`src/rtl/core/b64e_pkg.sv`:
```
`default_nettype none
package b64e_pkg;

   localparam logic [15:0] CAP_RESET           = 16'hFFFF;
   localparam int          QUEUE_DEPTH_DEFAULT = 2;

   localparam logic [2:0] NCHARS_NONE  = 3'd0;
   localparam logic [2:0] NCHARS_TWO   = 3'd2;
   localparam logic [2:0] NCHARS_THREE = 3'd3;
   localparam logic [2:0] NCHARS_FULL  = 3'd4;

   typedef struct packed {
      logic [7:0] in_byte;
      logic       message_end;
   } req_type;

   typedef struct packed {
      logic [7:0]  out_char;
      logic        char_valid;
      logic        last_of_message;
      logic [15:0] total_chars;
   } rsp_type;

   typedef struct packed {
      logic [23:0] group;
      logic [2:0]  nchars;
      logic        last;
      logic [15:0] total;
   } cmd_type;

   function automatic logic [7:0] alpha_char(input logic [5:0] idx);
      logic [7:0] wide;
      wide = {2'b00, idx};
      if (idx < 6'd26)
         return 8'h41 + wide;
      else if (idx < 6'd52)
         return 8'h61 + wide - 8'd26;
      else if (idx < 6'd62)
         return 8'h30 + wide - 8'd52;
      else if (idx == 6'd62)
         return 8'h2D;
      else
         return 8'h5F;
   endfunction

endpackage
`default_nettype wire

```
`src/rtl/core/base64url_encoder_unit.sv`:
```
// base64url encoder, unpadded
// req channel: one message byte per beat, message_end on the final byte of a message.
// rsp channel: one base64url character per beat; the final beat of a message carries
// last_of_message and total_chars, and a message that yields no character gives one
// dataless beat (char_valid low) as its end marker.
// csr_wr_en/csr_wr_data write the output capacity; write only while the block is idle.
// a closed group is registered in the queue, then in cmd_ff, then in the rsp_ff output.
// throughput: one result beat per cycle unless rsp stalls, set by the single character
// output stage; a full group of three bytes yields four characters.
// the front end keeps the group state and capacity check and hands group commands to
// the back end through a short queue; the front stalls req only when that queue is full.
// reset clears the open group, the counts and the queue and sets the capacity to 65535.
// a stalled rsp beat holds; the back end waits and the queue then fills and stalls req.
`default_nettype none
module base64url_encoder_unit #(
   parameter int QUEUE_DEPTH = b64e_pkg::QUEUE_DEPTH_DEFAULT
) (
   input  wire                   clock,
   input  wire                   reset,
   input  wire                   req_valid,
   output logic                  req_stall,
   input  b64e_pkg::req_type     req_data,
   output logic                  rsp_valid,
   input  wire                   rsp_stall,
   output b64e_pkg::rsp_type     rsp_data,
   input  wire                   csr_wr_en,
   input  wire  [15:0]           csr_wr_data
);
   import b64e_pkg::*;

   logic    q_not_full;
   logic    q_not_empty;
   logic    q_push;
   logic    q_pop;
   cmd_type q_cmd;
   cmd_type q_head;

   b64e_front u_front (
      .clock       (clock),
      .reset       (reset),
      .req_valid   (req_valid),
      .req_stall   (req_stall),
      .req_data    (req_data),
      .csr_wr_en   (csr_wr_en),
      .csr_wr_data (csr_wr_data),
      .q_not_full  (q_not_full),
      .q_push      (q_push),
      .q_cmd       (q_cmd)
   );

   b64e_queue #(
      .DEPTH (QUEUE_DEPTH)
   ) u_queue (
      .clock     (clock),
      .reset     (reset),
      .push      (q_push),
      .push_cmd  (q_cmd),
      .not_full  (q_not_full),
      .pop       (q_pop),
      .not_empty (q_not_empty),
      .head_cmd  (q_head)
   );

   b64e_back u_back (
      .clock       (clock),
      .reset       (reset),
      .q_not_empty (q_not_empty),
      .q_head      (q_head),
      .q_pop       (q_pop),
      .rsp_valid   (rsp_valid),
      .rsp_stall   (rsp_stall),
      .rsp_data    (rsp_data)
   );

endmodule
`default_nettype wire

```
`src/rtl/core/b64e_queue.sv`:
```
`default_nettype none
module b64e_queue #(
   parameter int DEPTH = 2
) (
   input  wire                   clock,
   input  wire                   reset,
   input  wire                   push,
   input  b64e_pkg::cmd_type     push_cmd,
   output logic                  not_full,
   input  wire                   pop,
   output logic                  not_empty,
   output b64e_pkg::cmd_type     head_cmd
);
   import b64e_pkg::*;

   localparam int PTR_W = (DEPTH > 1) ? $clog2(DEPTH) : 1;
   localparam int CNT_W = $clog2(DEPTH + 1);

   cmd_type            slot_ff [DEPTH];
   logic [PTR_W-1:0]   wr_ptr_ff, wr_ptr_in;
   logic [PTR_W-1:0]   rd_ptr_ff, rd_ptr_in;
   logic [CNT_W-1:0]   count_ff, count_in;
   logic               do_push, do_pop;

   assign not_full  = (count_ff != CNT_W'(DEPTH));
   assign not_empty = (count_ff != '0);
   assign do_push   = push && not_full;
   assign do_pop    = pop && not_empty;
   assign head_cmd  = slot_ff[rd_ptr_ff];

   always_comb begin
      wr_ptr_in = wr_ptr_ff;
      rd_ptr_in = rd_ptr_ff;
      count_in  = count_ff;
      if (do_push)
         wr_ptr_in = (wr_ptr_ff == PTR_W'(DEPTH - 1)) ? '0 : wr_ptr_ff + 1'b1;
      if (do_pop)
         rd_ptr_in = (rd_ptr_ff == PTR_W'(DEPTH - 1)) ? '0 : rd_ptr_ff + 1'b1;
      if (do_push && !do_pop)
         count_in = count_ff + 1'b1;
      else if (do_pop && !do_push)
         count_in = count_ff - 1'b1;
   end

   always_ff @(posedge clock) begin
      if (reset) begin
         wr_ptr_ff <= '0;
         rd_ptr_ff <= '0;
         count_ff  <= '0;
      end else begin
         wr_ptr_ff <= wr_ptr_in;
         rd_ptr_ff <= rd_ptr_in;
         count_ff  <= count_in;
      end
   end

   always_ff @(posedge clock) begin
      if (do_push)
         slot_ff[wr_ptr_ff] <= push_cmd;
   end

   a_count_bound: assert property (@(posedge clock) disable iff (reset)
      count_ff <= CNT_W'(DEPTH))
      else $error("queue count beyond depth");

   a_pop_moves: assert property (@(posedge clock) disable iff (reset)
      do_pop && !do_push |=> count_ff == $past(count_ff) - 1'b1)
      else $error("queue count not reduced on pop");

   a_push_moves: assert property (@(posedge clock) disable iff (reset)
      do_push && !do_pop |=> count_ff == $past(count_ff) + 1'b1)
      else $error("queue count not raised on push");

endmodule
`default_nettype wire

```
`src/rtl/core/b64e_front.sv`:
```
`default_nettype none
module b64e_front (
   input  wire                   clock,
   input  wire                   reset,
   input  wire                   req_valid,
   output logic                  req_stall,
   input  b64e_pkg::req_type     req_data,
   input  wire                   csr_wr_en,
   input  wire  [15:0]           csr_wr_data,
   input  wire                   q_not_full,
   output logic                  q_push,
   output b64e_pkg::cmd_type     q_cmd
);
   import b64e_pkg::*;

   logic [15:0] cap_ff;
   logic [15:0] held_ff, held_in;
   logic [1:0]  hc_ff, hc_in;
   logic [15:0] em_ff, em_in;
   logic        stop_ff, stop_in;
   logic [2:0]  nchars, nchars_eff;
   logic [23:0] grp;
   logic [16:0] sum;
   logic        fits;
   logic        accept;

   assign req_stall = !q_not_full;
   assign accept    = req_valid && !req_stall;

   always_comb begin
      held_in    = held_ff;
      hc_in      = hc_ff;
      em_in      = em_ff;
      stop_in    = stop_ff;
      nchars     = NCHARS_NONE;
      grp        = '0;
      if (!stop_ff) begin
         if (hc_ff == 2'd2) begin
            grp     = {held_ff, req_data.in_byte};
            nchars  = NCHARS_FULL;
            held_in = '0;
            hc_in   = 2'd0;
         end else begin
            held_in = {held_ff[7:0], req_data.in_byte};
            hc_in   = hc_ff + 2'd1;
            if (req_data.message_end) begin
               if (hc_ff == 2'd0) begin
                  grp    = {req_data.in_byte, 16'h0000};
                  nchars = NCHARS_TWO;
               end else begin
                  grp    = {held_ff[7:0], req_data.in_byte, 8'h00};
                  nchars = NCHARS_THREE;
               end
            end
         end
      end
      sum        = {1'b0, em_ff} + {14'd0, nchars};
      fits       = sum < {1'b0, cap_ff};
      nchars_eff = nchars;
      if (nchars != NCHARS_NONE) begin
         if (fits) begin
            em_in = sum[15:0];
         end else begin
            stop_in    = 1'b1;
            nchars_eff = NCHARS_NONE;
         end
      end
      q_cmd.group  = grp;
      q_cmd.nchars = nchars_eff;
      q_cmd.last   = req_data.message_end;
      q_cmd.total  = em_in;
      q_push       = accept && (nchars_eff != NCHARS_NONE || req_data.message_end);
      if (req_data.message_end) begin
         held_in = '0;
         hc_in   = 2'd0;
         em_in   = '0;
         stop_in = 1'b0;
      end
   end

   always_ff @(posedge clock) begin
      if (reset) begin
         cap_ff  <= CAP_RESET;
         held_ff <= '0;
         hc_ff   <= '0;
         em_ff   <= '0;
         stop_ff <= 1'b0;
      end else begin
         if (csr_wr_en)
            cap_ff <= csr_wr_data;
         if (accept) begin
            held_ff <= held_in;
            hc_ff   <= hc_in;
            em_ff   <= em_in;
            stop_ff <= stop_in;
         end
      end
   end

   a_hc_range: assert property (@(posedge clock) disable iff (reset)
      hc_ff != 2'd3)
      else $error("held byte count out of range");

   a_em_below_cap: assert property (@(posedge clock) disable iff (reset)
      q_push && q_cmd.nchars != NCHARS_NONE |-> {1'b0, q_cmd.total} < {1'b0, cap_ff})
      else $error("emitted group overruns capacity");

   a_end_clears: assert property (@(posedge clock) disable iff (reset)
      accept && req_data.message_end |=> hc_ff == 2'd0 && em_ff == '0 && !stop_ff)
      else $error("message state not cleared at end");

endmodule
`default_nettype wire

```
`src/rtl/core/b64e_back.sv`:
```
`default_nettype none
module b64e_back (
   input  wire                   clock,
   input  wire                   reset,
   input  wire                   q_not_empty,
   input  b64e_pkg::cmd_type     q_head,
   output logic                  q_pop,
   output logic                  rsp_valid,
   input  wire                   rsp_stall,
   output b64e_pkg::rsp_type     rsp_data
);
   import b64e_pkg::*;

   cmd_type     cmd_ff;
   logic        busy_ff, busy_in;
   logic [1:0]  pos_ff, pos_in;
   logic        rsp_valid_ff, rsp_valid_in;
   rsp_type     rsp_ff, rsp_in;
   logic        out_free;
   logic        emit;
   logic        is_final;
   logic [5:0]  slice;
   logic        has_char;

   assign out_free  = !rsp_valid_ff || !rsp_stall;
   assign emit      = busy_ff && out_free;
   assign has_char  = (cmd_ff.nchars != NCHARS_NONE);
   assign is_final  = !has_char || ({1'b0, pos_ff} == cmd_ff.nchars - 3'd1);
   assign q_pop     = q_not_empty && (!busy_ff || (emit && is_final));
   assign rsp_valid = rsp_valid_ff;
   assign rsp_data  = rsp_ff;

   always_comb begin
      case (pos_ff)
         2'd0:    slice = cmd_ff.group[23:18];
         2'd1:    slice = cmd_ff.group[17:12];
         2'd2:    slice = cmd_ff.group[11:6];
         default: slice = cmd_ff.group[5:0];
      endcase
   end

   always_comb begin
      busy_in      = busy_ff;
      pos_in       = pos_ff;
      rsp_valid_in = rsp_valid_ff;
      rsp_in       = rsp_ff;
      if (out_free)
         rsp_valid_in = 1'b0;
      if (emit) begin
         rsp_valid_in           = 1'b1;
         rsp_in.char_valid      = has_char;
         rsp_in.out_char        = has_char ? alpha_char(slice) : 8'h00;
         rsp_in.last_of_message = is_final && cmd_ff.last;
         rsp_in.total_chars     = (is_final && cmd_ff.last) ? cmd_ff.total : 16'h0000;
         if (is_final)
            busy_in = 1'b0;
         else
            pos_in = pos_ff + 2'd1;
      end
      if (q_pop) begin
         busy_in = 1'b1;
         pos_in  = 2'd0;
      end
   end

   always_ff @(posedge clock) begin
      if (reset) begin
         busy_ff      <= 1'b0;
         pos_ff       <= '0;
         rsp_valid_ff <= 1'b0;
      end else begin
         busy_ff      <= busy_in;
         pos_ff       <= pos_in;
         rsp_valid_ff <= rsp_valid_in;
      end
   end

   always_ff @(posedge clock) begin
      rsp_ff <= rsp_in;
      if (q_pop)
         cmd_ff <= q_head;
   end

   a_marker_is_last: assert property (@(posedge clock) disable iff (reset)
      rsp_valid_ff && !rsp_ff.char_valid |-> rsp_ff.last_of_message)
      else $error("dataless beat without end flag");

   a_total_only_last: assert property (@(posedge clock) disable iff (reset)
      rsp_valid_ff && !rsp_ff.last_of_message |-> rsp_ff.total_chars == 16'h0000)
      else $error("count on a beat that is not last");

   a_pos_bound: assert property (@(posedge clock) disable iff (reset)
      busy_ff && has_char |-> {1'b0, pos_ff} < cmd_ff.nchars)
      else $error("character index past group size");

endmodule
`default_nettype wire
```
`config.mk`:
```
export PLATFORM = sky130hd
export DESIGN_NAME = base64url_encoder_unit
export DESIGN_NICKNAME = d
export VERILOG_FILES = /design/src/rtl/core/b64e_pkg.sv /design/src/rtl/core/base64url_encoder_unit.sv /design/src/rtl/core/b64e_queue.sv /design/src/rtl/core/b64e_front.sv /design/src/rtl/core/b64e_back.sv
export SDC_FILE = /design/constraint.sdc
export NUM_CORES = 1
export LEC_CHECK = 0
export BUFFER_PORTS_ARGS = -buffer_cell sky130_fd_sc_hd__buf_2
export CAP_MARGIN = 25
export CORE_MARGIN = 1
export CORE_UTILIZATION = 65
export CTS_CLUSTER_SIZE = 30
export DETAILED_ROUTE_END_ITERATION = 6
export PLACE_DENSITY = 0.95
export SLEW_MARGIN = 30
export SYNTH_ARGS = -nofsm -noshare
export SYNTH_HDL_FRONTEND = slang
export SYNTH_HIERARCHICAL = 1
export SYNTH_SLANG_ARGS = --single-unit
```
`constraint.sdc`:
```
create_clock -name clock -period 9.2 [get_ports clock]
set_input_delay 0.92 -clock clock [delete_from_list [all_inputs] [get_ports clock]]
set_output_delay 0.92 -clock clock [all_outputs]
set_load 0.03 [all_outputs]
```
==> reports/metrics.csv <==
stage;metric;value;unit
run_status;status;finished, violations left;
run_status;failing checks;design-rule violations;
final_layout;Finished Layout Cells;1023;
critical_path;CP Cell Sequence;nand2b_1 -> and3_1 -> fa_1 -> a21oi_1 -> nor4_4 -> nand4_1 -> and2_1 -> or2_2 -> ha_1 -> a21o_1 -> a21oi_1 -> o21ai_0 -> a311oi_4 -> and3_1 -> o21a_1 -> nand3b_1 -> inv_1 -> buf_4;
logic_synthesis;Yosys top cell area share;48.3;%
clock_network;CTS Buf Count;21;
final_layout;sequential cell area;5950;µm²
place;I/O Buffers;57;
final_layout;Layout Utilization;74.4;%
logic_synthesis;Synth Register Bits;218;
power;worst vdd ir;0.146;mV
final_layout;number of fill cells in the layout;902;
logic_synthesis;Syn Area/Cell;12.6;µm²
logic_synthesis;Post-Syn Area;9830;µm²
critical_path;Top Family by Delay on Critical Path;simple AND/OR/NAND/NOR gates;
place;Detail Placement HPWL;12500;µm
clock_network;clock sinks;218;
drt;DRT antenna net count;0;
final_layout;Layout area overhead;10.8;%
critical_path;nature of the critical path endpoint;flop;
final_layout;area of the multi-input gates;3550;µm²
clock_network;Worst-Skew Late Latency;0.50;ns
critical_path;CP Max Fanout;27;
clock_network;Post-CTS Setup Inserts;0;
grt;first-pass GRT wire length;30700;µm
timing;RSZ-0062 raised after global routing;no;
logic_synthesis;Mapped Nets;838;
timing;setup_tns;0;ns
die;Std-Cell Core Area;14600;µm²
die;Row Count;44;
critical_path;Critical Path Source Type;flop;
grt;GRT Residual Overflow;0;
drt;DR vias;6363;
critical_path;CP Class;reg2reg;
final_layout;ant diodes;0;
clock_network;deepest clock path buffer count;3;
critical_path;worst endpoint required time;9.36;ns
clock_network;TritonCTS clock tree;yes;
clock_network;CTS Root Buffer Type;clkbuf_16;
power;Sw Pwr;963;µW
clock_network;H-tree Lvls;1;
logic_synthesis;most frequent cells after synthesis;edfxtp_1 (158), dfxtp_1 (60), nor2_1 (54), mux2_2 (49), nand2_1 (48);
power;PwrDens;285;nW/µm²
grt;gr usage total;25.0;%
logic_synthesis;Post-Synthesis Cells;780;
drt;final WL;19200;µm
logic_synthesis;sequential cell area fraction in the yosys report;60.5;%
logic_synthesis;async set-or-reset flop fraction in the synthesized netlist;0;%
power;sequential power share;46.3;%
critical_path;largest stage delay on the critical path;0.68;ns
logic_synthesis;count of cell types in the netlist;75;
timing;Fin. Hold Viols;0;
die;I/O pin total;58;
timing;Final min period;5.95;ns
timing;Worst Tran Pin Value;0.779;ns
die;Die Ht;125;µm
flow_run;number of max-cap violations;0;
worst_hold_path;hold crit path type;reg2reg;
grt;initial antenna violation count;0;
grt;vias in the first global route;6042;
timing;Worst Skew;0.00664;ns
timing;crit share post-route;64.7;%
logic_synthesis;post-synth top area cell;edfxtp_1;
logic_synthesis;Synthesis Warnings;6;
critical_path;Worst EP arrival;6.12;ns
place;GP Congestion;0.909;
timing;Setup violations, final;0;
timing;Max-slew headroom;48.0;%
final_layout;Final nets;883;
die;Initial Util;67.1;%
power;Leak;4.21;nW
die;die width;125;µm
drt;WL per Instance;18.8;µm
drt;number of detailed-route iterations in the first pass;7;
drt;DRC violations left;11;
drt;DR iter-0 viols;642;
power;Internal;2.14;mW
place;placed insts;986;
power;combinational power share;26.6;%
grt;largest net degree at the start of global routing;48;
critical_path;CP max-delay cell;dfxtp_1;
logic_synthesis;most common cell in the netlist;edfxtp_1;
power;Clk pwr share;27.1;%
final_layout;layout cells sized above 1;20.4;%
power;Sw Ratio;31.0;%
logic_synthesis;Post-synth EDFFs;158;
clock_network;Hold Buf Count CTS;0;
timing;fin. max-slew vios;0;
clock_network;Clock transition at path regs;0.06;ns
critical_path;worst path bufs/invs;2;
die;Die Area;15600;µm²
logic_synthesis;Post-synth top flop;edfxtp_1;
logic_synthesis;ranking of synthesized cells by area;edfxtp_1 (48%), dfxtp_1 (12%), mux2_2 (5.6%);
drt;DR vias/cell;6.22;
timing;Peak Freq;168;MHz
clock_network;CTS resizes;0;
==> metrics by stage <==
step	power (mW)	worst slack, ns	cell area (µm²)	hold slack [ns]
floorplan	2.05	2.95	9830	0.443
global placement	2.21	3.19	10200	0.464
detailed placement	2.26	3.05	10200	0.483
CTS	3.11	3.25	10900	0.493
global route	3.24	2.84	10900	0.521
finish	3.10	3.25	10900	0.487
==> path summary, 6_finish.rpt <==
kind,startpoint,end,slack [ns],cells past startpoint
max,u_front/hc_ff[0],u_queue/slot_ff[0][38],3.25,18
min,u_front/cap_ff[1],u_front/cap_ff[1],0.49,2
max reg2reg,u_front/hc_ff[0],u_queue/slot_ff[0][38],3.25,18
min reg2reg,u_front/cap_ff[1],u_front/cap_ff[1],0.49,2
==> cell usage in the layout (no fill, tap or decap), types with 4 or more instances in the layout <==
cell type and instances:
clkbuf_1 6, nand4_1 14, a22oi_1 19, o211ai_1 16, nor2_1 54, buf_2 57, nand3b_1 4, clkbuf_16 21
dfxtp_1 59, nor3_1 8, nand3_1 15, a311o_1 4, xor2_1 6, a31oi_1 10, nand2_1 48, a22o_1 23
a21o_1 8, edfxtp_1 158, nand2b_1 6, o21ai_0 13, and2_1 22, inv_1 39, buf_4 8, ha_1 27
a21oi_1 19, nor2b_1 4, and3_1 18, xnor2_1 25, mux2_2 49
==> worst register-to-register path, cell delays in order, from the launching register on <==
cell      delay, ns
dfxtp_1        0.68
nand2b_1       0.21
and3_1         0.46
fa_1           0.29
a21oi_1        0.15
nor4_4         0.44
nand4_1        0.17
and2_1         0.21
or2_2          0.29
ha_1           0.29
a21o_1         0.16
a21oi_1        0.12
o21ai_0        0.14
a311oi_4       0.25
and3_1         0.30
o21a_1         0.22
nand3b_1       0.14
inv_1          0.60
buf_4          0.48
==> flip-flops by register name (all words and copies together), names as in the netlist, 2 cells and up, named ones only <==
| register | cells |
|---|---|
| u_front/hc_ff | 2 |
| u_front/held_ff | 16 |
| u_back/pos_ff | 2 |
| u_queue/count_ff | 2 |
| u_queue/slot_ff | 88 |
| u_front/cap_ff | 16 |
| u_back/rsp_data | 26 |
| u_front/em_ff | 16 |
| u_back/cmd_ff | 44 |
==> power by group through the flow <==
stage | clock (mW) | combinational [mW] | sequential (mW)
finish | 0.841 | 0.826 | 1.44
global placement | 0 | 0.777 | 1.44
floorplan | 0 | 0.573 | 1.48
CTS | 0.855 | 0.821 | 1.43
detailed placement | 0 | 0.809 | 1.45
global route | 0.893 | 0.891 | 1.45
==> logic make-up after synthesis <==
group / synth area share [%]
adder cells (fa/ha/maj): 3.64
other: 0.0382
AO/OA/AOI/OAI: 12.4
multiplexers: 6.34
XOR/XNOR: 2.76
buffers and inverters: 3.60
flip-flops: 60.5
AND/OR/NAND/NOR: 10.7
==> metal layers <==
metal,vias up,GRT usage [%],part of all wire (%)
met4,0,7.75,2.3
met5,-,0,0
met3,37,3.38,6.5
li1,2994,-,-
met1,3054,34.8,43
met2,278,41.1,48
==> final cells by class <==
cell class | instances | area share (%)
inverters | 40 | 1.38
repair buffers | 65 | 3.17
clock inverters | 8 | 0.873
clock buffers | 29 | 5.28
flip-flops and latches | 218 | 54.6
well taps | 184 | 2.11
multi-input cells | 479 | 32.6
(Power assumes the default switching activity.)
